## src/hdl/wvm_pkg.sv

```systemverilog
`timescale 1ns / 1ps
// ----------------------------------------------------------------------------
// wvm_pkg
// shared types, opcodes, status codes and sequencer states of the word vm core
// ----------------------------------------------------------------------------
package wvm_pkg;

    localparam int ADDR_W    = 15;
    localparam int WORD_W    = 16;

    typedef logic [WORD_W-1:0] word_t;

    localparam word_t ADDR_MASK = 16'h7fff;
    localparam word_t REG_LIMIT = 16'h8007;

    // opcodes
    localparam word_t OP_HALT = 16'd0;
    localparam word_t OP_SET  = 16'd1;
    localparam word_t OP_PUSH = 16'd2;
    localparam word_t OP_POP  = 16'd3;
    localparam word_t OP_EQ   = 16'd4;
    localparam word_t OP_GT   = 16'd5;
    localparam word_t OP_JMP  = 16'd6;
    localparam word_t OP_JT   = 16'd7;
    localparam word_t OP_JF   = 16'd8;
    localparam word_t OP_ADD  = 16'd9;
    localparam word_t OP_MULT = 16'd10;
    localparam word_t OP_MOD  = 16'd11;
    localparam word_t OP_AND  = 16'd12;
    localparam word_t OP_OR   = 16'd13;
    localparam word_t OP_NOT  = 16'd14;
    localparam word_t OP_RMEM = 16'd15;
    localparam word_t OP_WMEM = 16'd16;
    localparam word_t OP_CALL = 16'd17;
    localparam word_t OP_RET  = 16'd18;
    localparam word_t OP_OUT  = 16'd19;
    localparam word_t OP_IN   = 16'd20;
    localparam word_t OP_NOOP = 16'd21;

    // status codes
    localparam logic [2:0] ST_OK        = 3'd0;
    localparam logic [2:0] ST_WAIT_IN   = 3'd1;
    localparam logic [2:0] ST_POP_EMPTY = 3'd2;
    localparam logic [2:0] ST_STK_FULL  = 3'd3;
    localparam logic [2:0] ST_BAD_OPND  = 3'd4;
    localparam logic [2:0] ST_MOD_ZERO  = 3'd5;

    typedef enum logic [7:0] {
        S_CLEAR = 8'b0000_0001,
        S_IDLE  = 8'b0000_0010,
        S_FETCH = 8'b0000_0100,
        S_EXEC  = 8'b0000_1000,
        S_DIV   = 8'b0001_0000,
        S_MEM   = 8'b0010_0000,
        S_STK   = 8'b0100_0000,
        S_FIN   = 8'b1000_0000
    } state_t;

    typedef struct packed {
        logic push;
        logic pop;
    } stk_req_t;

    function automatic logic [1:0] operand_count(word_t op);
        logic [1:0] n;
        case (op)
            OP_SET, OP_JT, OP_JF, OP_NOT, OP_RMEM, OP_WMEM:           n = 2'd2;
            OP_PUSH, OP_POP, OP_JMP, OP_CALL, OP_OUT, OP_IN:          n = 2'd1;
            OP_EQ, OP_GT, OP_ADD, OP_MULT, OP_MOD, OP_AND, OP_OR:     n = 2'd3;
            default:                                                  n = 2'd0;
        endcase
        return n;
    endfunction

endpackage

```

## src/hdl/wvm_stack.sv

```systemverilog
`timescale 1ns / 1ps
// ----------------------------------------------------------------------------
// wvm_stack
// call stack memory, one write or one registered read per cycle
// ----------------------------------------------------------------------------
module wvm_stack #(
    parameter int DEPTH = 256,
    parameter int AW    = 8
) (
    input  logic               aclk,
    input  wvm_pkg::stk_req_t  req,
    input  logic [AW-1:0]      addr,
    input  wvm_pkg::word_t     wdata,
    output wvm_pkg::word_t     rdata
);
    import wvm_pkg::*;

    word_t mem [DEPTH];
    word_t rdata_reg;

    always_ff @(posedge aclk) begin
        if (req.push) begin
            mem[addr] <= wdata;
        end
        if (req.pop) begin
            rdata_reg <= mem[addr];
        end
    end

    assign rdata = rdata_reg;

endmodule

```

## config.mk

```make
export PLATFORM = sky130hd
export DESIGN_NAME = wvm_stack
export DESIGN_NICKNAME = d
export VERILOG_FILES = /design/src/hdl/wvm_pkg.sv /design/src/hdl/wvm_stack.sv
export SDC_FILE = /design/constraint.sdc
export NUM_CORES = 2
export LEC_CHECK = 0
export BUFFER_PORTS_ARGS = -buffer_cell sky130_fd_sc_hd__buf_4
export CAP_MARGIN = 15
export CORE_MARGIN = 4
export CORE_UTILIZATION = 40
export CTS_BUF_LIST = sky130_fd_sc_hd__clkbuf_8 sky130_fd_sc_hd__clkbuf_16
export CTS_CLUSTER_SIZE = 16
export DETAILED_ROUTE_END_ITERATION = 10
export SLEW_MARGIN = 20
export SYNTH_ARGS = -nofsm -noshare
export SYNTH_HDL_FRONTEND = slang
export SYNTH_SLANG_ARGS = --single-unit
```

## constraint.sdc

```tcl
create_clock -name aclk -period 6.5 [get_ports aclk]
set_input_delay 0.975 -clock aclk [delete_from_list [all_inputs] [get_ports aclk]]
set_output_delay 0.975 -clock aclk [all_outputs]
set_load 0.05 [all_outputs]
```

# After elaboration in Yosys (flattened, before gate mapping)
# Memories as Yosys holds them, arrays and structs flattened. A register that Yosys moved wholly into a read port is not among the register bits.
# Index checks and enable logic that the tools add are counted.
[op_classes]
n_mux = 2
[op_table]
columns = ["operator", "count"]
rows = [
  ["two-way mux 1 bit", 2],
]
[word_totals]
input_bits = 27
ramBits = 4096
out_inout_bits = 16
n_memories = 1
reg_bits = 0
elab_cells = 3
[memory_table]
columns = ["name", "depth", "word_bits", "rd", "rd_clocked_by_memory_dff", "wr", "line_no", "rtl"]
rows = [
  ["mem", 256, 16, 1, 1, 1, "wvm_stack.sv:18", "word_t mem [DEPTH];"],
]

# Depth between registers and ports, before layout
[depth]
word_depth = 2
ltp_mapped = 10
mapped_depth_nobuf = 5

# Worst setup path after synthesis
# No wires, ideal clock.
[synth_path]
path_type = "input -> register"
start = "input addr[0]"
end = "memory mem[145][0] (netlist name) (enable)"
setup_slack_ps = 2827
path_stages = 7
n_path_buf = 5
arrival_time_ps = 3264
setup_ps = 409
cell_sequence = "clkbuf_1 buf_6 clkbuf_1 buf_2 nand2b_1 clkbuf_1 nor3_1"
[synth_rtl]
columns = ["item", "line_no", "rtl"]
rows = [
  ["start: declaration", "wvm_stack.sv:12", "input logic [AW-1:0] addr,"],
  ["end: declaration", "wvm_stack.sv:18", ""],
]
# Straight into the memory's write port.

==> out/results.tsv <==
metric	value	unit
clock.fmax	0.2428	GHz
grt_usage	0.1995	
rsz0062_at_grt	false	
worst_path_max_delay_cell	o41ai_1	
required	7.17	ns
hold_class	input pin to flop	
via_count	74230	
drv_slew	0	
grt_pass1_wl	573.7	mm
synth-seq-cells	4112	
endpoint_kind	flop	
synth_cell_types	21	
dr.pass1.iters	6	
slew-limit-headroom	0.1615	
drtAntennaViolNets	0	
holdBufCountCts	0	
critPathArrivalTime	4.79	ns
grt_pass1_vias	74410	
wl_per_cell	31.65	µm
postCtsSetupBuffers	0	
synth.top_cell.area_share	0.7938	
largest_register_ffs	4096	
fillers	31470	
h-tree-depth	5	
final_common_cell	edfxtp_1	
final_cell_mix	4112 x edfxtp_1, 1024 x mux4_2, 512 x a22oi_1	
setup_viol_count_final	0	
cts_sinks	4112	
drive_gt1_frac	0.2915	
place_ws	1.457	ns
drc	0	
syn-cell-area	155600	µm²
yosysTopAreaCell	edfxtp_1	
period_needed	4.119	ns
area_delta_synth_final	14.72	%
portBuffers	42	
fin_skew	0.06753	ns
cp_common_cell	buf_4	
ys_seq_area_frac	0.7938	
avgSynthCellArea	23.12	µm²
crit_type	input pin to flop	
initial_core_util	0.4024	
irDropWorstVdd	0.0002456	V
cts.reportedPaths.clkPinSlew	0.06	ns
critPathMaxFanout	87	
via_per_inst	5.834	
hpwlAfterDp	229.5	mm
max_stage_delay	0.91	ns
status	completed	
die_area	398900	µm²
die_x	631.6	µm
yosysWarnings	0	
nets	7229	
ioPinCount	43	
fin_crit_sh	0.6337	
crit_chain	buf_16, buf_4, mux4_2, a22oi_1, a21oi_1, o41ai_1, buf_4, nand4_1	
root_buffer	clkbuf_16	
antenna_found_initial	22	
grt_max_degree	212	
fin_ws	2.381	ns
synth_area_leaders	edfxtp_1 79%, mux4_2 15%, a22oi_1 2.5%	
crit_path_start_kind	input pin	
placeableCoreArea	386500	µm²
clockBufferDepth	4	
worstMarginPinSlew	1.258	ns
cts_tree	done	
drt-initial-drc-count	9690	
place_congestion	0.8150	
postCtsResizedCells	0	
seq_area	123500	µm²
rows	228	
drt_wl_total	402.7	mm
multi_input_area	30800	µm²
p_per_area	308.0	nW/µm²
p_leak	54.88	nW
netlist_instances	6727	
syn-num-nets	6754	
max_cap_violations	0	
gr-total-overflow	0	
hold_violations	0	
clk_latency	0.98	ns
cts_buffers	409	
fin_setup_tns	0	ns
die_height	631.6	µm
## final cells by class
cell class	count	area share
inverter	1	0.00002103
antenna	13	0.0001823
clock inverter	330	0.01573
multi-input combinational	2194	0.1726
timing repair buffer	484	0.02511
tap	5175	0.03628
clock buffer	415	0.05819
sequential	4112	0.6919
## report_power, final
part           switching (W)  internal, W
Clock                0.00998       0.0132
Sequential         0.0000445       0.0293
Combinational        0.00168     0.000849
Total                 0.0117       0.0433
## worst paths after layout
check	end	slack, ns	startpoint	cells after the start
worst min register to register	rdata[14]	1.05	mem[134][14]	5
worst max register to register	rdata[12]	3.37	mem[13][12]	6
worst min-delay path	mem[116][8]	0.44	wdata[8]	1
worst max-delay path	rdata[12]	2.38	addr[0]	8
## cell families after synthesis
family / Yosys count / share of synthesized area
buf+inv: 421 / 0.01236
flops: 4112 / 0.7938
simple gates: 338 / 0.009065
compound gates: 832 / 0.03655
mux: 1024 / 0.1483
## per-stage QoR
| stage | std cells | power, W | utilization | hold WS (ns) | area (µm²) |
|---|---|---|---|---|---|
| floorplan | 6727 | 0.03112 | - | 0.8956 | 155600 |
| global placement | 11960 | 0.03236 | 0.4269 | 1.066 | 165000 |
| detailed placement | 11970 | 0.03242 | 0.4274 | 1.036 | 165200 |
| CTS | 12710 | 0.05539 | 0.4615 | 0.3698 | 178400 |
| global route | 12720 | 0.05664 | 0.4616 | 0.3894 | 178400 |
| finish | 12720 | 0.05497 | 0.4617 | 0.4362 | 178500 |
## cell usage after synthesis
library cell / instances
a21oi_1: 256
a22oi_1: 512
and2_1: 3
buf_1: 54
buf_2: 76
buf_4: 16
buf_6: 25
clkbuf_1: 249
edfxtp_1: 4112
inv_1: 1
mux4_2: 1024
nand2_1: 28
nand2b_1: 6
nand3_1: 13
nand4_1: 16
nor2_1: 232
nor2b_1: 7
nor3_1: 30
o41ai_1: 64
or2_2: 2
or3_1: 1
## critical path, delay by kind of cell
family | cells | cell delay [ns]
AO/OA/AOI/OAI | 3 | 1.73
AND/OR/NAND/NOR | 1 | 0.08
buffers and inverters | 3 | 1.28
multiplexers | 1 | 0.55
## metal layers
layer	vias to the layer above	global-route usage	wire length [µm]
li1	30030	-	-
met1	40280	0.2841	162300
met2	3337	0.3185	194900
met3	578	0.03160	31950
met4	2	0.06119	13580
met5	-	0	13
No activity file was read; power rests on OpenSTA's default activity.
