$ cat src/hdl/wvm_pkg.sv
`timescale 1ns / 1ps
// ----------------------------------------------------------------------------
// wvm_pkg
// shared types, opcodes, status codes and sequencer states of the word vm core
// ----------------------------------------------------------------------------
package wvm_pkg;

    localparam int ADDR_W    = 15;
    localparam int WORD_W    = 16;

    typedef logic [WORD_W-1:0] word_t;

    localparam word_t ADDR_MASK = 16'h7fff;
    localparam word_t REG_LIMIT = 16'h8007;

    // opcodes
    localparam word_t OP_HALT = 16'd0;
    localparam word_t OP_SET  = 16'd1;
    localparam word_t OP_PUSH = 16'd2;
    localparam word_t OP_POP  = 16'd3;
    localparam word_t OP_EQ   = 16'd4;
    localparam word_t OP_GT   = 16'd5;
    localparam word_t OP_JMP  = 16'd6;
    localparam word_t OP_JT   = 16'd7;
    localparam word_t OP_JF   = 16'd8;
    localparam word_t OP_ADD  = 16'd9;
    localparam word_t OP_MULT = 16'd10;
    localparam word_t OP_MOD  = 16'd11;
    localparam word_t OP_AND  = 16'd12;
    localparam word_t OP_OR   = 16'd13;
    localparam word_t OP_NOT  = 16'd14;
    localparam word_t OP_RMEM = 16'd15;
    localparam word_t OP_WMEM = 16'd16;
    localparam word_t OP_CALL = 16'd17;
    localparam word_t OP_RET  = 16'd18;
    localparam word_t OP_OUT  = 16'd19;
    localparam word_t OP_IN   = 16'd20;
    localparam word_t OP_NOOP = 16'd21;

    // status codes
    localparam logic [2:0] ST_OK        = 3'd0;
    localparam logic [2:0] ST_WAIT_IN   = 3'd1;
    localparam logic [2:0] ST_POP_EMPTY = 3'd2;
    localparam logic [2:0] ST_STK_FULL  = 3'd3;
    localparam logic [2:0] ST_BAD_OPND  = 3'd4;
    localparam logic [2:0] ST_MOD_ZERO  = 3'd5;

    typedef enum logic [7:0] {
        S_CLEAR = 8'b0000_0001,
        S_IDLE  = 8'b0000_0010,
        S_FETCH = 8'b0000_0100,
        S_EXEC  = 8'b0000_1000,
        S_DIV   = 8'b0001_0000,
        S_MEM   = 8'b0010_0000,
        S_STK   = 8'b0100_0000,
        S_FIN   = 8'b1000_0000
    } state_t;

    typedef struct packed {
        logic push;
        logic pop;
    } stk_req_t;

    function automatic logic [1:0] operand_count(word_t op);
        logic [1:0] n;
        case (op)
            OP_SET, OP_JT, OP_JF, OP_NOT, OP_RMEM, OP_WMEM:           n = 2'd2;
            OP_PUSH, OP_POP, OP_JMP, OP_CALL, OP_OUT, OP_IN:          n = 2'd1;
            OP_EQ, OP_GT, OP_ADD, OP_MULT, OP_MOD, OP_AND, OP_OR:     n = 2'd3;
            default:                                                  n = 2'd0;
        endcase
        return n;
    endfunction

endpackage

$ cat src/hdl/wvm_div.sv
`timescale 1ns / 1ps
// ----------------------------------------------------------------------------
// wvm_div
// restoring divider, one remainder bit per cycle
// ----------------------------------------------------------------------------
module wvm_div (
    input  logic           aclk,
    input  logic           aresetn,
    input  logic           start,
    input  wvm_pkg::word_t dividend,
    input  wvm_pkg::word_t divisor,
    output logic           done,
    output wvm_pkg::word_t remainder
);
    import wvm_pkg::*;

    logic        busy_reg;
    logic        done_reg;
    logic [3:0]  cnt_reg;
    word_t       d_reg;
    word_t       r_reg;
    word_t       c_reg;
    logic [16:0] trial;
    word_t       r_next;

    assign trial  = {r_reg, d_reg[15]};
    assign r_next = (trial >= {1'b0, c_reg}) ? 16'(trial - {1'b0, c_reg}) : trial[15:0];

    always_ff @(posedge aclk) begin
        if (!aresetn) begin
            busy_reg <= 1'b0;
            done_reg <= 1'b0;
            cnt_reg  <= '0;
        end else begin
            done_reg <= 1'b0;
            if (start) begin
                busy_reg <= 1'b1;
                cnt_reg  <= '0;
                d_reg    <= dividend;
                c_reg    <= divisor;
                r_reg    <= '0;
            end else if (busy_reg) begin
                r_reg   <= r_next;
                d_reg   <= {d_reg[14:0], 1'b0};
                cnt_reg <= cnt_reg + 4'd1;
                if (cnt_reg == 4'd15) begin
                    busy_reg <= 1'b0;
                    done_reg <= 1'b1;
                end
            end
        end
    end

    assign done      = done_reg;
    assign remainder = r_reg;

endmodule

$ cat config.mk
export PLATFORM = sky130hd
export DESIGN_NAME = wvm_div
export DESIGN_NICKNAME = d
export VERILOG_FILES = /design/src/hdl/wvm_pkg.sv /design/src/hdl/wvm_div.sv
export SDC_FILE = /design/constraint.sdc
export NUM_CORES = 1
export LEC_CHECK = 0
export ABC_AREA = 0
export BUFFER_PORTS_ARGS = -buffer_cell sky130_fd_sc_hd__buf_2
export CAP_MARGIN = 10
export CORE_MARGIN = 2
export CORE_UTILIZATION = 50
export DETAILED_ROUTE_END_ITERATION = 10
export GPL_TIMING_DRIVEN = 0
export PLACE_DENSITY = 0.72
export SLEW_MARGIN = 20
export SYNTH_ARGS = -nofsm -noshare
export SYNTH_HDL_FRONTEND = slang
export SYNTH_SLANG_ARGS = --single-unit
$ cat constraint.sdc
create_clock -name aclk -period 7.2 [get_ports aclk]
set_clock_uncertainty 0.05 [all_clocks]
set_input_delay 0.72 -clock aclk [delete_from_list [all_inputs] [get_ports aclk]]
set_output_delay 0.72 -clock aclk [all_outputs]
set_load 0.02 [all_outputs]
After elaboration in Yosys (flattened, before gate mapping). Index checks and enable logic that the tools add are counted.

Bitwise gates (word level): 2. Equality and inequality tests: 1. Reductions and logical operators: 5. Add/subtract/negate cells: 2. Mux-type cells: 8. $lt $le $gt $ge: 1.

Operators by type and width (number): 16-bit 2-to-1 mux (4); 17-bit by 16-bit >= comparator with 1-bit output (1); 16-bit subtractor (1); 4-bit by 1-bit adder with 4-bit output, second input constant (1); 4-bit equality test, second input constant (1); 1-bit 2-to-1 mux (4); 2-bit AND reduction (2); 3-bit OR reduction (1); 1-bit inverter (2); 2-bit nonzero test (1); 2-bit OR reduction (1).

Input port bits: 35. Register bits after elaboration: 54. Word-level logic and storage cells: 25. Output and inout port bits: 17.

Logic depth before layout (Yosys ltp).
Depth in word-level cells: 4. Depth in mapped cells: 10. Mapped depth without buffers: 10.

Least setup slack after synthesis. OpenSTA, ideal clock, no wires.

Path type: reg-to-reg. Start: register r_reg[13] (netlist: remainder[13]). End: register r_reg[2] (netlist: remainder[2]), data pin. Library setup time: 274 ps. Arrival: 2313 ps. Buffers on the path: 1. Required time: 6876 ps. Period minus slack after synthesis: 2637 ps. Stages on the path, launching flop included: 9. Path slack: 4563 ps. Path through: edfxtp_1 > ha_1 > a21o_1 > a211oi_1 > nand3_2 > or3_1 > buf_2 > a21oi_1 > a211oi_1.

Longest elaborated chain between the ends: 3.

Ends and longest elaborated chain: start: declaration (line wvm_div.sv:21) `word_t r_reg;`; start signal: assignment (line wvm_div.sv:43) `r_reg <= r_next;`; 17-bit by 16-bit >= comparator with 1-bit output (line wvm_div.sv:27) `assign r_next = (trial >= {1'b0, c_reg}) ? 16'(trial - {1'b0, c_reg}) : trial[15:0];`; 16-bit 2-to-1 mux (line wvm_div.sv:27); 16-bit 2-to-1 mux (line wvm_div.sv:42) `end else if (busy_reg) begin`.

Every way passes these cells. The select of a mux whose other input is x is not followed. A chain may end at the register's enable or synchronous reset.

Final worst setup path.
Start: register r_reg[13] (netlist: remainder[13]). End: register r_reg[10] (netlist: remainder[10]), data pin.

The elaborated chain is that of the path after synthesis.

==> flow_metrics.py <==
metrics = {
    "synthesis": {
        "synth_cells": 272,
        "synth-main-ff-cell": "edfxtp_1",
        "async_flop_share_pct": 0,
        "synth_area_leaders": "edfxtp_1 (47%), ha_1 (7.0%), mux2_2 (5.5%), a21oi_1 (3.9%), dfxtp_1 (3.9%)",
        "yosysUniqueCellTypes": 46,
        "synth_top_cell_area_share_pct": 47.2,
        "synth_edf_count": 48,
        "yosysWarnings": 0,
        "synth_top_area_cell": "edfxtp_1",
        "syn_area_sq_mm": 0.00305,
        "synth_fp_nets": 325,
        "syn_avg_cell_area_sq_um": 11.2,
        "ys_seq_area_share_pct": 51.2,
        "ys_ff_latch": 54,
    },
    "sta": {
        "period_minus_slack_ns": 3.07,
        "worst_slew_pin_slew_ns": 0.877,
        "hold_viol": 0,
        "worst_slack_ns": 4.13,
        "setup_viol": 0,
        "slew_headroom_pct": 41.5,
        "finalCritPeriodShare_pct": 42.6,
        "rsz0062_at_grt": "no",
        "fmax_mhz": 326,
        "drv_slew": 0,
        "setup_tns_ns": 0,
    },
    "power": {
        "p_int_mw": 0.573,
        "combPwrFrac_pct": 29.0,
        "power_density_mw_per_mm2": 236,
        "power.share.clock_pct": 24.8,
        "ir_worst_vdd_v": 0.000116,
        "power_switching_mw": 0.260,
        "swShare_pct": 31.2,
        "pwr-share-seq_pct": 46.2,
        "leakagePower_nw": 1.42,
        "finalPower_mw": 0.833,
    },
    "final_layout": {
        "syn2layout_area_growth_pct": 15.8,
        "layout-drive-gt1-share_pct": 24.5,
        "diodes": 0,
        "post-route-util_pct": 59.7,
        "fill_cells": 533,
        "fin_area_sq_mm": 0.00353,
        "final_nets": 383,
    },
    "critical_path": {
        "end_kind": "flop",
        "worstPathRequired_ns": 7.29,
        "cp.arrival_ns": 3.16,
        "critPathLaunchType": "flop",
        "cp_max_fo": 10,
        "path_class": "flop to flop",
    },
    "clock_tree": {
        "postCtsHoldBufs": 0,
        "clock-sinks": 54,
        "numCtsBuffers": 5,
        "cts_setup_buffers": 0,
        "clkSlewWorstSetupHoldPaths_ns": 0.10,
        "cts_tree": "built",
        "cts_root_buf": "clkbuf_8",
        "cts_buffer_depth": 2,
        "cts_resized": 0,
        "htree_levels": 2,
        "clock_latency_ns": 0.31,
    },
    "routing": {
        "dr_total_vias": 2348,
        "first_iter_violations": 208,
        "first_pass_iters": 4,
        "route.detailed.drc": 0,
        "wl_um": 6440,
        "via_per_inst": 5.78,
        "ant_nets": 0,
        "routedWlPerCell_um": 15.9,
    },
    "floorplan": {
        "dieArea_sq_mm": 0.00674,
        "io_pins": 52,
        "die_height_um": 82.1,
        "start_util_pct": 51.5,
        "rows": 28,
        "core_area_sq_mm": 0.00592,
        "die_w_um": 82.1,
    },
    "grt": {
        "grt_usage_pct": 20.5,
        "grt_pass1_vias": 2283,
        "grt_overflow": 0,
        "grt_max_degree": 24,
        "antenna_found_initial": 0,
        "grt_pass1_wl_um": 10400,
    },
    "run": {
        "maxCapViolations": 0,
    },
    "place": {
        "place_hpwl_um": 4690,
        "pre_cts_slack_ns": 4.21,
        "port_buffers": 50,
        "place_congestion": 0.868,
        "placed_area_sq_mm": 0.00342,
    },
    "min_path": {
        "hold_class": "flop to flop",
    },
    "outcome": {
        "status": "finished, final reports clean",
    },
}
## final cells by class
cell class              instances  area, sq um  share of cell area, %
flip-flops and latches         54         1560                   44.2
multi-input cells             190         1390                   39.2
repair buffers                 51          278                   7.86
well taps                      75         93.8                   2.65
inverters                      20         75.1                   2.12
clock buffers                   6         72.6                   2.05
clock inverters                 2         37.5                   1.06
plain buffers                   8         31.3                  0.885
## cells by family after synthesis
logic type | after synthesis | share of synthesized area, %
flops | 54 | 51.2
simple gates | 64 | 11.2
buf+inv | 28 | 3.48
fa+ha+maj | 18 | 7.63
xor+xnor | 7 | 2.01
compound gates | 84 | 18.4
mux | 17 | 6.19
## power groups by stage
stage               sequential, mW  clock [mW]  combinational, mW
global route                 0.387       0.220              0.268
finish                       0.385       0.207              0.241
floorplan                    0.402           0              0.162
CTS                          0.385       0.212              0.240
detailed placement           0.392           0              0.239
global placement             0.392           0              0.231
## synthesized netlist by cell type, types with 5 or more instances
cell       instances
o2111ai_1          6
nor2_1            15
edfxtp_1          48
inv_1             20
or3_1              7
a21oi_1           24
clkbuf_1           7
nand3_1            7
nand2_1           10
nor3_1             5
a21o_1             8
o21a_1             5
o21ai_0           18
a211oi_1           6
ha_1              17
dfxtp_1            6
mux2_2            15
## critical path, cell delays in order, from the launching register on
cell and delay [ns]:
edfxtp_1 0.43, ha_1 0.38, a21o_1 0.20, a211oi_1 0.45, nand3_2 0.29, nor3_2 0.30
clkbuf_1 0.39, o21ai_0 0.18, a21oi_1 0.22
## metal layers
| layer | vias up | track usage [%] | wire length [um] |
|---|---|---|---|
| li1 | 1152 | - | - |
| met1 | 1115 | 26.8 | 2890 |
| met2 | 70 | 32.9 | 3010 |
| met3 | 11 | 4.46 | 409 |
| met4 | 0 | 9.00 | 128 |
| met5 | - | 0 | 0 |
## worst paths after layout
check / start / to / slack [ns] / cells after the start
max: remainder[13]$_SDFFCE_PP0P_ / remainder[10]$_SDFFCE_PP0P_ / 4.13 / 8
min: cnt_reg[3]$_SDFFE_PP0P_ / done$_SDFF_PP0_ / 0.45 / 2
max reg2reg: remainder[13]$_SDFFCE_PP0P_ / remainder[10]$_SDFFCE_PP0P_ / 4.13 / 8
min reg2reg: cnt_reg[3]$_SDFFE_PP0P_ / done$_SDFF_PP0_ / 0.45 / 2
## through the flow
step                hold slack, ns  instances
finish                       0.448        406
global route                 0.469        406
CTS                          0.446        406
detailed placement           0.424        398
global placement             0.421        397
floorplan                    0.400        272
## cells in the final DEF, fill, tap and decap left out, types with 2 or more instances in the layout
cell        n
a211oi_1    6
a21o_1      8
a21oi_1    24
a311oi_1    2
a31oi_1     2
and2_1      4
buf_2      51
clkbuf_1    8
clkbuf_8    5
dfxtp_1     6
edfxtp_1   48
ha_1       17
inv_1      20
mux2_2     15
mux2i_1     2
nand2_1    10
nand2b_1    4
nand3_1     7
nand4_1     2
nor2_1     15
nor2b_1     2
nor3_1      5
o2111ai_1   6
o21a_1      4
o21ai_0    18
o31a_1      3
o32ai_1     2
or3_1       7
xnor2_1     4
xor2_1      3
Power figures use the tool's default switching activity.
