--- src/hdl/wvm_pkg.sv ---
`timescale 1ns / 1ps
// ----------------------------------------------------------------------------
// wvm_pkg
// shared types, opcodes, status codes and sequencer states of the word vm core
// ----------------------------------------------------------------------------
package wvm_pkg;

    localparam int ADDR_W    = 15;
    localparam int WORD_W    = 16;

    typedef logic [WORD_W-1:0] word_t;

    localparam word_t ADDR_MASK = 16'h7fff;
    localparam word_t REG_LIMIT = 16'h8007;

    // opcodes
    localparam word_t OP_HALT = 16'd0;
    localparam word_t OP_SET  = 16'd1;
    localparam word_t OP_PUSH = 16'd2;
    localparam word_t OP_POP  = 16'd3;
    localparam word_t OP_EQ   = 16'd4;
    localparam word_t OP_GT   = 16'd5;
    localparam word_t OP_JMP  = 16'd6;
    localparam word_t OP_JT   = 16'd7;
    localparam word_t OP_JF   = 16'd8;
    localparam word_t OP_ADD  = 16'd9;
    localparam word_t OP_MULT = 16'd10;
    localparam word_t OP_MOD  = 16'd11;
    localparam word_t OP_AND  = 16'd12;
    localparam word_t OP_OR   = 16'd13;
    localparam word_t OP_NOT  = 16'd14;
    localparam word_t OP_RMEM = 16'd15;
    localparam word_t OP_WMEM = 16'd16;
    localparam word_t OP_CALL = 16'd17;
    localparam word_t OP_RET  = 16'd18;
    localparam word_t OP_OUT  = 16'd19;
    localparam word_t OP_IN   = 16'd20;
    localparam word_t OP_NOOP = 16'd21;

    // status codes
    localparam logic [2:0] ST_OK        = 3'd0;
    localparam logic [2:0] ST_WAIT_IN   = 3'd1;
    localparam logic [2:0] ST_POP_EMPTY = 3'd2;
    localparam logic [2:0] ST_STK_FULL  = 3'd3;
    localparam logic [2:0] ST_BAD_OPND  = 3'd4;
    localparam logic [2:0] ST_MOD_ZERO  = 3'd5;

    typedef enum logic [7:0] {
        S_CLEAR = 8'b0000_0001,
        S_IDLE  = 8'b0000_0010,
        S_FETCH = 8'b0000_0100,
        S_EXEC  = 8'b0000_1000,
        S_DIV   = 8'b0001_0000,
        S_MEM   = 8'b0010_0000,
        S_STK   = 8'b0100_0000,
        S_FIN   = 8'b1000_0000
    } state_t;

    typedef struct packed {
        logic push;
        logic pop;
    } stk_req_t;

    function automatic logic [1:0] operand_count(word_t op);
        logic [1:0] n;
        case (op)
            OP_SET, OP_JT, OP_JF, OP_NOT, OP_RMEM, OP_WMEM:           n = 2'd2;
            OP_PUSH, OP_POP, OP_JMP, OP_CALL, OP_OUT, OP_IN:          n = 2'd1;
            OP_EQ, OP_GT, OP_ADD, OP_MULT, OP_MOD, OP_AND, OP_OR:     n = 2'd3;
            default:                                                  n = 2'd0;
        endcase
        return n;
    endfunction

endpackage

--- src/hdl/wvm_alu.sv ---
`timescale 1ns / 1ps
// ----------------------------------------------------------------------------
// wvm_alu
// shared combinational arithmetic, logic and compare unit
// ----------------------------------------------------------------------------
module wvm_alu (
    input  wvm_pkg::word_t op,
    input  wvm_pkg::word_t b,
    input  wvm_pkg::word_t c,
    output wvm_pkg::word_t result
);
    import wvm_pkg::*;

    logic [31:0] prod;
    logic [16:0] sum;

    assign prod = b * c;
    assign sum  = {1'b0, b} + {1'b0, c};

    always_comb begin
        case (op)
            OP_EQ:   result = {15'd0, b == c};
            OP_GT:   result = {15'd0, b > c};
            OP_ADD:  result = sum[15:0] & ADDR_MASK;
            OP_MULT: result = prod[15:0] & ADDR_MASK;
            OP_AND:  result = b & c;
            OP_OR:   result = b | c;
            OP_NOT:  result = ~b & ADDR_MASK;
            default: result = b;
        endcase
    end

endmodule

--- config.mk ---
export PLATFORM = sky130hd
export DESIGN_NAME = wvm_alu
export DESIGN_NICKNAME = d
export VERILOG_FILES = /design/src/hdl/wvm_pkg.sv /design/src/hdl/wvm_alu.sv
export SDC_FILE = /design/constraint.sdc
export NUM_CORES = 1
export LEC_CHECK = 0
export BUFFER_PORTS_ARGS = -buffer_cell sky130_fd_sc_hd__buf_2
export CELL_PAD_IN_SITES_DETAIL_PLACEMENT = 0
export CELL_PAD_IN_SITES_GLOBAL_PLACEMENT = 1
export CORE_ASPECT_RATIO = 0.8
export CORE_MARGIN = 2
export CORE_UTILIZATION = 45
export DETAILED_ROUTE_END_ITERATION = 6
export PLACE_DENSITY = 0.9
export SYNTH_ARGS = -nofsm -noshare
export SYNTH_HDL_FRONTEND = slang
export SYNTH_SLANG_ARGS = --single-unit
--- constraint.sdc ---
create_clock -name vclk -period 12.86
set_clock_uncertainty 0.1 [all_clocks]
set_input_delay 2.572 -clock vclk [all_inputs]
set_output_delay 2.572 -clock vclk [all_outputs]
set_load 0.01 [all_outputs]
* Word-level counts from Yosys, hierarchy flattened
Cells that the tools add are included.
** Word-level totals
- Register bits after elaboration :: 0
- Bits of input ports :: 48
- Output and inout port bits :: 16
- Logic and storage cells :: 15
** Cells by class
- Add/sub/neg operators :: 1
- $mul :: 1
- $lt $le $gt $ge :: 1
- Eq/ne operators :: 8
- Multiplexer cells :: 1
- Bitwise logic cells :: 3
** Operators with widths (count)
- 16-bit one-hot mux with 7 select lines :: 1
- 16-bit by 4-bit equality test with 1-bit output, second input constant :: 5
- 16-bit by 3-bit equality test with 1-bit output, second input constant :: 2
- 16-bit AND :: 1
- 16-bit equality test :: 1
- 16-bit > comparator :: 1
- 16-bit by 16-bit multiplier with 15-bit output :: 1
- 16-bit bitwise OR :: 1
- 15-bit adder :: 1
- 15-bit NOT :: 1

* Depth between registers and ports, before layout
Gate-level depths: netlist of the first run.
- Depth after elaboration :: 2
- Gate-level depth with buffers :: 23
- Depth with buffers taken out :: 22

* Worst setup path before layout of the first run
Ideal clock, no wire load.
- Path type :: input-to-output
- Start point :: in c[0]
- End point :: out result[13]
- Arrival :: 7604 ps
- Data required time :: 10188 ps
- Slack :: 2584 ps
- Cell stages on the path :: 21
- Buffers on the path :: 1
- Path through :: inv_1 clkbuf_1 nor2_1 fa_1 inv_1 fa_1 inv_1 fa_1 inv_1 fa_1 inv_1 fa_1 inv_1 fa_1 inv_1 ha_1 nand2_1 o21ai_1 mux2i_1 a2111oi_0 o22ai_1
** Between the ends
- Longest elaborated chain between the ends :: 2
- Elaborated cells between the ends (all ways) :: 3
- Classes of those cells :: add/sub: 1; mul: 1; mux: 1
** Ends and longest elaborated chain
- start: declaration :: RTL line wvm_alu.sv:9 : input wvm_pkg::word_t c,
- 16-bit by 16-bit multiplier with 15-bit output / 15-bit adder (equally long branches) :: RTL line wvm_alu.sv:17, wvm_alu.sv:18
- 16-bit one-hot mux with 7 select lines (*) :: RTL line wvm_alu.sv:21 : case (op)
- end: declaration :: RTL line wvm_alu.sv:10 : output wvm_pkg::word_t result
Mark *: on every way between the ends. The rest lies on a longest branch, timed or not.

* Worst setup path in the final report of the first run
- Start point :: in c[0]
- End point :: out result[14]
The elaborated chain is that of the path after synthesis.

==> reports/results.env, run 1 <==
NUMBER_OF_INSTANCES_IN_THE_SYNTHESIZED_NETLIST=693
MAPPEDNETLISTNETS=901
TIMING.FINAL.SETUP_VIOLATIONS=0
WORST_EP_ARRIVAL_TIME_NS=8.39
SETUP.WORST_PATH.END_CLASS='primary output'
ROUTE.ANTENNA.REMAINING_NETS=0
CTS_RESIZED=0
RELSLEWSLACK=0.351
MAX_SLEW.WORST_PIN.SLEW_NS=0.966
GRT_PASS1_WL_UM=26700
DESIGN.CORE.AREA_UM2=11500
HOLDBUFCOUNTCTS=0
ROUTEDWLPERCELL_UM=18.8
FLOORPLAN.DIE_AREA_UM2=12600
PWR_DENSITY_CELL_nW_PER_UM2=151
ROUTED_VIA_DENSITY=5.53
MAXIMUM_CLOCK_FREQUENCY_GHz=0.0904
CRITICAL_PATH.MOST_COMMON_CELL='sky130_fd_sc_hd__inv_1'
AREA_GROWTH_PCT=7.83
FINALCRITICALPERIOD_NS=11.06
FINALMAXSLEWVIOLATIONS=0
SETUP.WORST_PATH.START_CLASS='input port'
GRT_SETUP_UNREPAIRED='false'
FIN_CRIT_SH=0.860
DPL-INSTANCE-AREA_UM2=5670
WORST-PATH-BUF-INV=9
COMMONEST_NON_FILL_NON_TAP_CELL_IN_THE_LAYOUT='sky130_fd_sc_hd__inv_1'
FINALHOLDWORSTSLACK_NS=5.42
PIN_COUNT_OF_THE_BIGGEST_NET_ENTERING_GLOBAL_ROUTING=19
LAYOUT_CELLS_SIZED_ABOVE_1=0.100
MAX-CAP-VIOLATIONS=0
MAX_STAGE_DELAY_NS=0.56
CP_MAX_FO=13
WORST_PATH_MAX_DELAY_CELL='sky130_fd_sc_hd__fa_1'
SYNTH.YOSYS.SEQ_AREA_SHARE=0
SEQ_CELLS=0
PLACE.PORT_BUFFERS=64
VIAS=4909
HPWLAFTERDP_UM=13600
OUTCOME='finished, final reports clean'
TIMING_HOLD_VIOLATIONS_FINAL=0
LEAKAGEPOWER_nW=3.01
CRITICAL-PATH-TOP-DELAY-FAMILY='adder cells'
GRT_USE_TOTAL=0.269
FIRST_GLOBAL_VIAS=4976
WORSTSETUPPATHTYPE='input port to primary output'
VDD_IR_DROP_MAX_mV=0.255
CTS.REPAIR_TIMING.SETUP_BUFFER_COUNT=0
CP_CELL_SEQUENCE='buf_2 > inv_1 > nor2_1 > fa_1 > inv_1 > fa_1 > inv_1 > fa_1 > inv_1 > fa_1 > inv_1 > fa_1 > inv_1 > fa_1 > inv_1 > ha_1 > nand3_1 > nand2_1 > a41oi_1 > a21oi_1 > xnor2_1 > nand2_1 > a32oi_2 > buf_2'
INITIAL_CORE_UTIL=0.458
MIN_PATH_TYPE='input port to primary output'
DR.PASS1.ITERS=5
FLOORPLAN.DIE.HEIGHT_UM=101
DIODES=0
DRT_ITER0_DRC=351
YOSYSWARNINGCOUNT=0
FINAL_NET_COUNT=950
DIE_X_UM=125
NETLIST-CELL-TYPE-COUNT=59
ROUTABILITYCONGESTION=0.957
FINALWIRELENGTH_UM=16700
AREA.SEQUENTIAL_UM2=0
CLOCK_BUFFERS=0
IOS=64
FINISH.INSTANCE_AREA_UM2=5670
CP_DATA_REQUIRED_TIME_NS=10.19
TIMING.SETUP.TNS_NS=0
FIN_TOTAL_PWR_mW=0.857
REMAINING_DRC_ERRORS=0
LAYOUT.CELLS.MOST_COMMON_LIST='136 x sky130_fd_sc_hd__inv_1, 98 x sky130_fd_sc_hd__nor2_1, 92 x sky130_fd_sc_hd__ha_1, 73 x sky130_fd_sc_hd__nand2_1, 68 x sky130_fd_sc_hd__fa_1'
INITIAL_ANTENNA_VIOLATION_COUNT=0
POST_SYNTHESIS_INSTANCE_AREA_UM2=5260
GLOBALROUTEOVERFLOWTOTAL=0
SYN-MEAN-INSTANCE-AREA_UM2=7.59
ROW_COUNT=35
through the flow:
| step | cells | setup slack [ns] | utilization |
|---|---|---|---|
| after floorplan | 693 | 2.58 | - |
| after global placement | 888 | 1.94 | 0.494 |
| after detailed placement | 888 | 1.83 | 0.494 |
| after CTS | 888 | 1.84 | 0.494 |
| after global routing | 888 | 1.55 | 0.494 |
| final | 888 | 1.80 | 0.494 |
area by class of cell:
class / count / area (µm²)
Timing Repair Buffer: 65 / 328
Tap cell: 148 / 185
Multi-Input combinational cell: 536 / 4640
Fill cell: 1164 / 5800
Inverter: 139 / 522
worst min-delay path, stage by stage:
cell and delay (ns):
sky130_fd_sc_hd__buf_2 0.11, sky130_fd_sc_hd__a221o_1 0.14, sky130_fd_sc_hd__buf_2 0.12
worst paths after layout:
path | startpoint | to | slack, ns | cells after the start
worst max-delay path | c[0] | result[14] | 1.80 | 24
worst min-delay path | b[15] | result[15] | 5.42 | 3
power by group:
part / switching [mW] / total, mW / internal [mW]
combinational: 0.486 / 0.857 / 0.371
clock: 0 / 0 / 0
sequential: 0 / 0 / 0
total: 0.486 / 0.857 / 0.371
logic make-up after synthesis:
| logic type | after synthesis | share of synthesized area |
|---|---|---|
| adder cells (fa/ha/maj) | 160 | 0.478 |
| multiplexers | 4 | 0.00761 |
| AO/OA/AOI/OAI | 106 | 0.136 |
| AND/OR/NAND/NOR | 221 | 0.181 |
| buffers and inverters | 157 | 0.118 |
| XOR/XNOR | 45 | 0.0790 |
Yosys cell counts, drive strengths merged, types with 5 or more instances:
| cell | count | area (µm²) |
|---|---|---|
| nor2 | 98 | 368 |
| nor4 | 7 | 50.1 |
| nand2 | 74 | 280 |
| a211oi | 13 | 103 |
| o211ai | 7 | 52.6 |
| xnor2 | 30 | 270 |
| fa | 68 | 1360 |
| nand2b | 5 | 31.3 |
| inv | 137 | 514 |
| a21oi | 19 | 98.9 |
| ha | 92 | 1150 |
| buf | 10 | 67.6 |
| nand3 | 10 | 50.1 |
| xor2 | 14 | 123 |
| nor2b | 6 | 37.5 |
| clkbuf | 8 | 33.8 |
| o21ai | 29 | 145 |
layer usage:
metal	share of wire	wire length (µm)	up-vias	GRT usage
met5	0	0	-	0
met4	0.0096	160	0	0.0239
met3	0.074	1230	13	0.0303
met2	0.45	7470	196	0.448
met1	0.47	7810	2387	0.395
li1	-	-	2313	-
Note: power is estimated with default switching activity, not from simulation.
==> inputs of run 2 (changes only) <==
CORE_UTILIZATION = 42   (was 45)
PLACE_DENSITY = 0.89   (was 0.9)
clock period = 9.55 ns   (was 12.86 ns; I/O delays follow)
==> reports/results.env, run 2 (same netlist as run 1, synthesis figures left out) <==
FINALWIRELENGTH_UM=17100
P_CLK_FRAC=0
DIODES=0
P_INT_mW=0.506
CLOCK_BUFFERS=0
INITIAL_ANTENNA_VIOLATION_COUNT=0
RELSLEWSLACK=0.360
COMMONEST_NON_FILL_NON_TAP_CELL_IN_THE_LAYOUT='sky130_fd_sc_hd__inv_1'
FINALMAXSLEWVIOLATIONS=0
WORST_PATH_MAX_DELAY_CELL='sky130_fd_sc_hd__fa_1'
PWR-SHARE-COMB=1.000
VIAS=5057
FLOORPLAN.DIE_AREA_UM2=13400
TIMING_HOLD_VIOLATIONS_FINAL=0
SEQPWRFRAC=0
TIMING.FINAL.SETUP_VIOLATIONS=0
CP_DATA_REQUIRED_TIME_NS=7.54
PIN_COUNT_OF_THE_BIGGEST_NET_ENTERING_GLOBAL_ROUTING=19
ROUTED_VIA_DENSITY=5.42
PWR_DENSITY_CELL_nW_PER_UM2=200
SETUP.WORST_PATH.END_CLASS='primary output'
POWER_SWITCHING_mW=0.673
FIN_CRIT_SH=0.975
HPWLAFTERDP_UM=14400
FINAL_NET_COUNT=972
LAYOUT_CELLS_SIZED_ABOVE_1=0.133
WORST_EP_ARRIVAL_TIME_NS=7.30
IOS=64
MAX-CAP-VIOLATIONS=0
SETUP.WORST_PATH.START_CLASS='input port'
GRT_USE_TOTAL=0.261
FIRST_GLOBAL_VIAS=5030
FLOORPLAN.DIE.HEIGHT_UM=104
PLACE.PORT_BUFFERS=64
LEAKAGEPOWER_nW=3.11
DESIGN.CORE.AREA_UM2=12200
FINALHOLDWORSTSLACK_NS=4.10
REMAINING_DRC_ERRORS=0
MAXIMUM_CLOCK_FREQUENCY_GHz=0.107
AREA.SEQUENTIAL_UM2=0
HOLDBUFCOUNTCTS=0
ROW_COUNT=36
FINALCRITICALPERIOD_NS=9.31
MIN_PATH_TYPE='input port to primary output'
ROUTE.ANTENNA.REMAINING_NETS=0
GRT_PASS1_WL_UM=27400
DIE_X_UM=129
LAYOUT.CELLS.MOST_COMMON_LIST='133 x sky130_fd_sc_hd__inv_1, 98 x sky130_fd_sc_hd__nor2_1, 92 x sky130_fd_sc_hd__ha_1, 73 x sky130_fd_sc_hd__nand2_1, 68 x sky130_fd_sc_hd__fa_1'
GLOBALROUTEOVERFLOWTOTAL=0
ROUTABILITYCONGESTION=0.956
INITIAL_CORE_UTIL=0.431
WORSTSETUPPATHTYPE='input port to primary output'
DR.PASS1.ITERS=5
DRT_ITER0_DRC=376
AREA_GROWTH_PCT=11.8
MAX_SLEW.WORST_PIN.SLEW_NS=0.958
PLACEDCELLCOUNT=933
LAYOUTNONFILLERINSTCOUNT=933
OUTCOME='finished, final reports clean'
VDD_IR_DROP_MAX_mV=0.205
ROUTEDWLPERCELL_UM=18.3
SEQ_CELLS=0
SWITCHING_SHARE=0.571
CP_MAX_FO=8
MAX_STAGE_DELAY_NS=0.53
TIMING.SETUP.TNS_NS=0
CP_CELL_SEQUENCE='buf_2 > inv_1 > nor2_1 > fa_1 > inv_1 > fa_1 > inv_1 > fa_1 > ha_1 > fa_1 > inv_1 > fa_1 > inv_1 > ha_1 > o21ai_0 > a21oi_2 > nor2_1 > o21ai_1 > mux2i_1 > a2111oi_2 > o22ai_1 > buf_2'
run 2: path summary, 6_finish.rpt:
kind              cells after the start  slack (ns)    endpoint   from
setup / recovery                     22        0.24  result[13]   c[5]
hold / removal                        3        4.10  result[15]  b[15]
run 2: what timing repair did:
action,4_1_cts,5_1_grt
endpoints found under the setup margin,0,2
gates resized for setup,0,7
setup buffers,0,0
run 2: area by class of cell:
cell class | count | area, µm²
inverter | 139 | 526
tap | 171 | 214
timing repair buffer | 87 | 495
fill | 1246 | 6330
multi-input combinational | 536 | 4650
run 2: per-layer routing:
metal	wire length, µm	track usage	vias up
met5	0	0	-
li1	-	-	2361
met4	93	0.0186	0
met3	1270	0.0113	8
met1	8140	0.409	2479
met2	7590	0.415	209
run 2: worst max-delay path, delay by kind of cell:
family / cells / cell delay [ns]
AO/OA/AOI/OAI: 5 / 0.84
adder cells (fa/ha/maj): 7 / 3.20
multiplexers: 1 / 0.35
AND/OR/NAND/NOR: 2 / 0.19
buffers and inverters: 7 / 0.81
run 2: power by group through the flow:
stage	Sequential, mW	Clock (mW)	Combinational [mW]
5_1_grt	0	0	1.31
6_report	0	0	1.18
3_5_place_dp	0	0	1.15
3_3_place_gp	0	0	1.13
2_1_floorplan	0	0	0.865
4_1_cts	0	0	1.16
run 2: stage by stage:
stage / power (mW) / util / worst slack (ns) / cell area, µm²
after floorplan: 0.865 / - / 0.598 / 5260
after global placement: 1.13 / 0.480 / 0.140 / 5860
after detailed placement: 1.15 / 0.480 / 0.126 / 5860
after CTS: 1.16 / 0.480 / 0.113 / 5860
after global routing: 1.31 / 0.482 / -0.000137 / 5880
final: 1.18 / 0.482 / 0.243 / 5880
==> inputs of run 3 (changes only) <==
CELL_PAD_IN_SITES_DETAIL_PLACEMENT = 1   (was 0)
==> reports/results.env, run 3 (same netlist as run 1, synthesis figures left out) <==
LAYOUT.CELLS.MOST_COMMON_LIST='129 x sky130_fd_sc_hd__inv_1, 94 x sky130_fd_sc_hd__nor2_1, 90 x sky130_fd_sc_hd__ha_1, 73 x sky130_fd_sc_hd__nand2_1, 68 x sky130_fd_sc_hd__fa_1'
WORST_EP_ARRIVAL_TIME_NS=7.33
FINISH.INSTANCE_AREA_UM2=5990
ROUTEDWLPERCELL_UM=20.8
FIN_TOTAL_PWR_mW=1.24
FINALWIRELENGTH_UM=19600
AREA.SEQUENTIAL_UM2=0
CP_DATA_REQUIRED_TIME_NS=7.54
MAXIMUM_CLOCK_FREQUENCY_GHz=0.107
VDD_IR_DROP_MAX_mV=0.178
SETUP.WORST_PATH.START_CLASS='input port'
PWR_DENSITY_CELL_nW_PER_UM2=207
GRT_PASS1_WL_UM=30800
FILL_CELLS=1573
VIAS=5211
DIE_X_UM=129
LEAKAGEPOWER_nW=3.13
WORST_SLACK_NS=0.209
FIRST_GLOBAL_VIAS=5659
GLOBALROUTEOVERFLOWTOTAL=0
INITIAL_ANTENNA_VIOLATION_COUNT=0
DR.PASS1.ITERS=5
ROUTABILITYCONGESTION=0.956
FINALCRITICALPERIOD_NS=9.34
FINAL_NET_COUNT=981
MAX-CAP-VIOLATIONS=0
TIMING_HOLD_VIOLATIONS_FINAL=0
PLACEDCELLCOUNT=933
LAYOUT_CELLS_SIZED_ABOVE_1=0.158
DIODES=0
PLACE.PORT_BUFFERS=64
GRT_SETUP_UNREPAIRED='true'
FINAL_CORE_UTILIZATION=0.490
OUTCOME='finished, final reports clean'
LAYOUTNONFILLERINSTCOUNT=942
REMAINING_DRC_ERRORS=0
PIN_COUNT_OF_THE_BIGGEST_NET_ENTERING_GLOBAL_ROUTING=19
FLOORPLAN.DIE_AREA_UM2=13400
CP_MAX_FO=7
AREA_GROWTH_PCT=13.8
SEQ_CELLS=0
SETUP.WORST_PATH.END_CLASS='primary output'
RELSLEWSLACK=0.370
MAX_SLEW.WORST_PIN.SLEW_NS=0.942
FIN_CRIT_SH=0.978
DRT_ITER0_DRC=272
ROUTED_VIA_DENSITY=5.53
PLACE_WS_NS=-0.0535
IOS=64
HPWLAFTERDP_UM=16600
FLOORPLAN.DIE.HEIGHT_UM=104
COMMONEST_NON_FILL_NON_TAP_CELL_IN_THE_LAYOUT='sky130_fd_sc_hd__inv_1'
HOLDBUFCOUNTCTS=0
INITIAL_CORE_UTIL=0.431
FINALMAXSLEWVIOLATIONS=0
DPL-INSTANCE-AREA_UM2=5860
GRT_USE_TOTAL=0.295
ROUTE.ANTENNA.REMAINING_NETS=0
WORSTSETUPPATHTYPE='input port to primary output'
MIN_PATH_TYPE='input port to primary output'
TIMING.FINAL.SETUP_VIOLATIONS=0
DESIGN.CORE.AREA_UM2=12200
ROW_COUNT=36
CLOCK_BUFFERS=0
## run 3: cell types whose count changed in the layout (fill, tap and decap cells not counted), moves of 2 or more
cell and change:
sky130_fd_sc_hd__buf_4 +10, sky130_fd_sc_hd__clkinvlp_4 +4, sky130_fd_sc_hd__ha_1 -2, sky130_fd_sc_hd__ha_2 +2, sky130_fd_sc_hd__inv_1 -4, sky130_fd_sc_hd__nor2_1 -4
sky130_fd_sc_hd__nor2_2 +4
## run 3: cell type report
cell class         count  area (µm²)  share of cell area
multi-input cells    536        4670               0.780
repair buffers        96         563              0.0940
inverters            139         542              0.0905
well taps            171         214              0.0357
## run 3: path summary, 6_finish.rpt
path / slack (ns) / start / depth (start not counted) / end
setup / recovery: 0.21 / c[5] / 21 / result[14]
hold / removal: 4.11 / b[15] / 3 / result[15]
## run 3: stage by stage
stage               hold slack (ns)  TNS, ns
floorplan                      3.85        0
global placement               4.09        0
detailed placement             4.11  -0.0535
CTS                            4.11        0
global route                   4.15  -0.0664
finish                         4.11        0
## run 3: what timing repair did
action / 4_1_cts / 5_1_grt
setup endpoints to repair: 1 / 2
resized for setup: 1 / 20
buffers inserted: 0 / 9
pin swaps: 0 / 1
## run 3: where the power goes
part	leakage (nW)	switching, mW	internal (mW)
Combinational	3.13	0.711	0.527
Clock	0	0	0
Sequential	0	0	0
## run 3: critical path, cell delays in order
cell,delay [ns]
sky130_fd_sc_hd__buf_2,0.19
sky130_fd_sc_hd__clkinvlp_4,0.22
sky130_fd_sc_hd__nor2_2,0.18
sky130_fd_sc_hd__fa_1,0.43
sky130_fd_sc_hd__inv_1,0.08
sky130_fd_sc_hd__fa_1,0.43
sky130_fd_sc_hd__fa_1,0.52
sky130_fd_sc_hd__fa_1,0.55
sky130_fd_sc_hd__inv_1,0.05
sky130_fd_sc_hd__fa_1,0.48
sky130_fd_sc_hd__inv_1,0.05
sky130_fd_sc_hd__fa_1,0.40
sky130_fd_sc_hd__xor2_2,0.21
sky130_fd_sc_hd__xnor2_1,0.19
sky130_fd_sc_hd__xnor2_1,0.16
sky130_fd_sc_hd__xnor2_1,0.15
sky130_fd_sc_hd__xnor3_1,0.44
sky130_fd_sc_hd__xnor2_1,0.22
sky130_fd_sc_hd__nand2_1,0.10
sky130_fd_sc_hd__a32oi_2,0.18
sky130_fd_sc_hd__buf_2,0.16
## run 3: layer usage
layer,wire (µm),vias up,global-route usage
li1,-,2369,-
met1,8480,2625,0.412
met2,9400,187,0.493
met3,1320,30,0.0334
met4,366,0,0.0575
met5,0,-,0
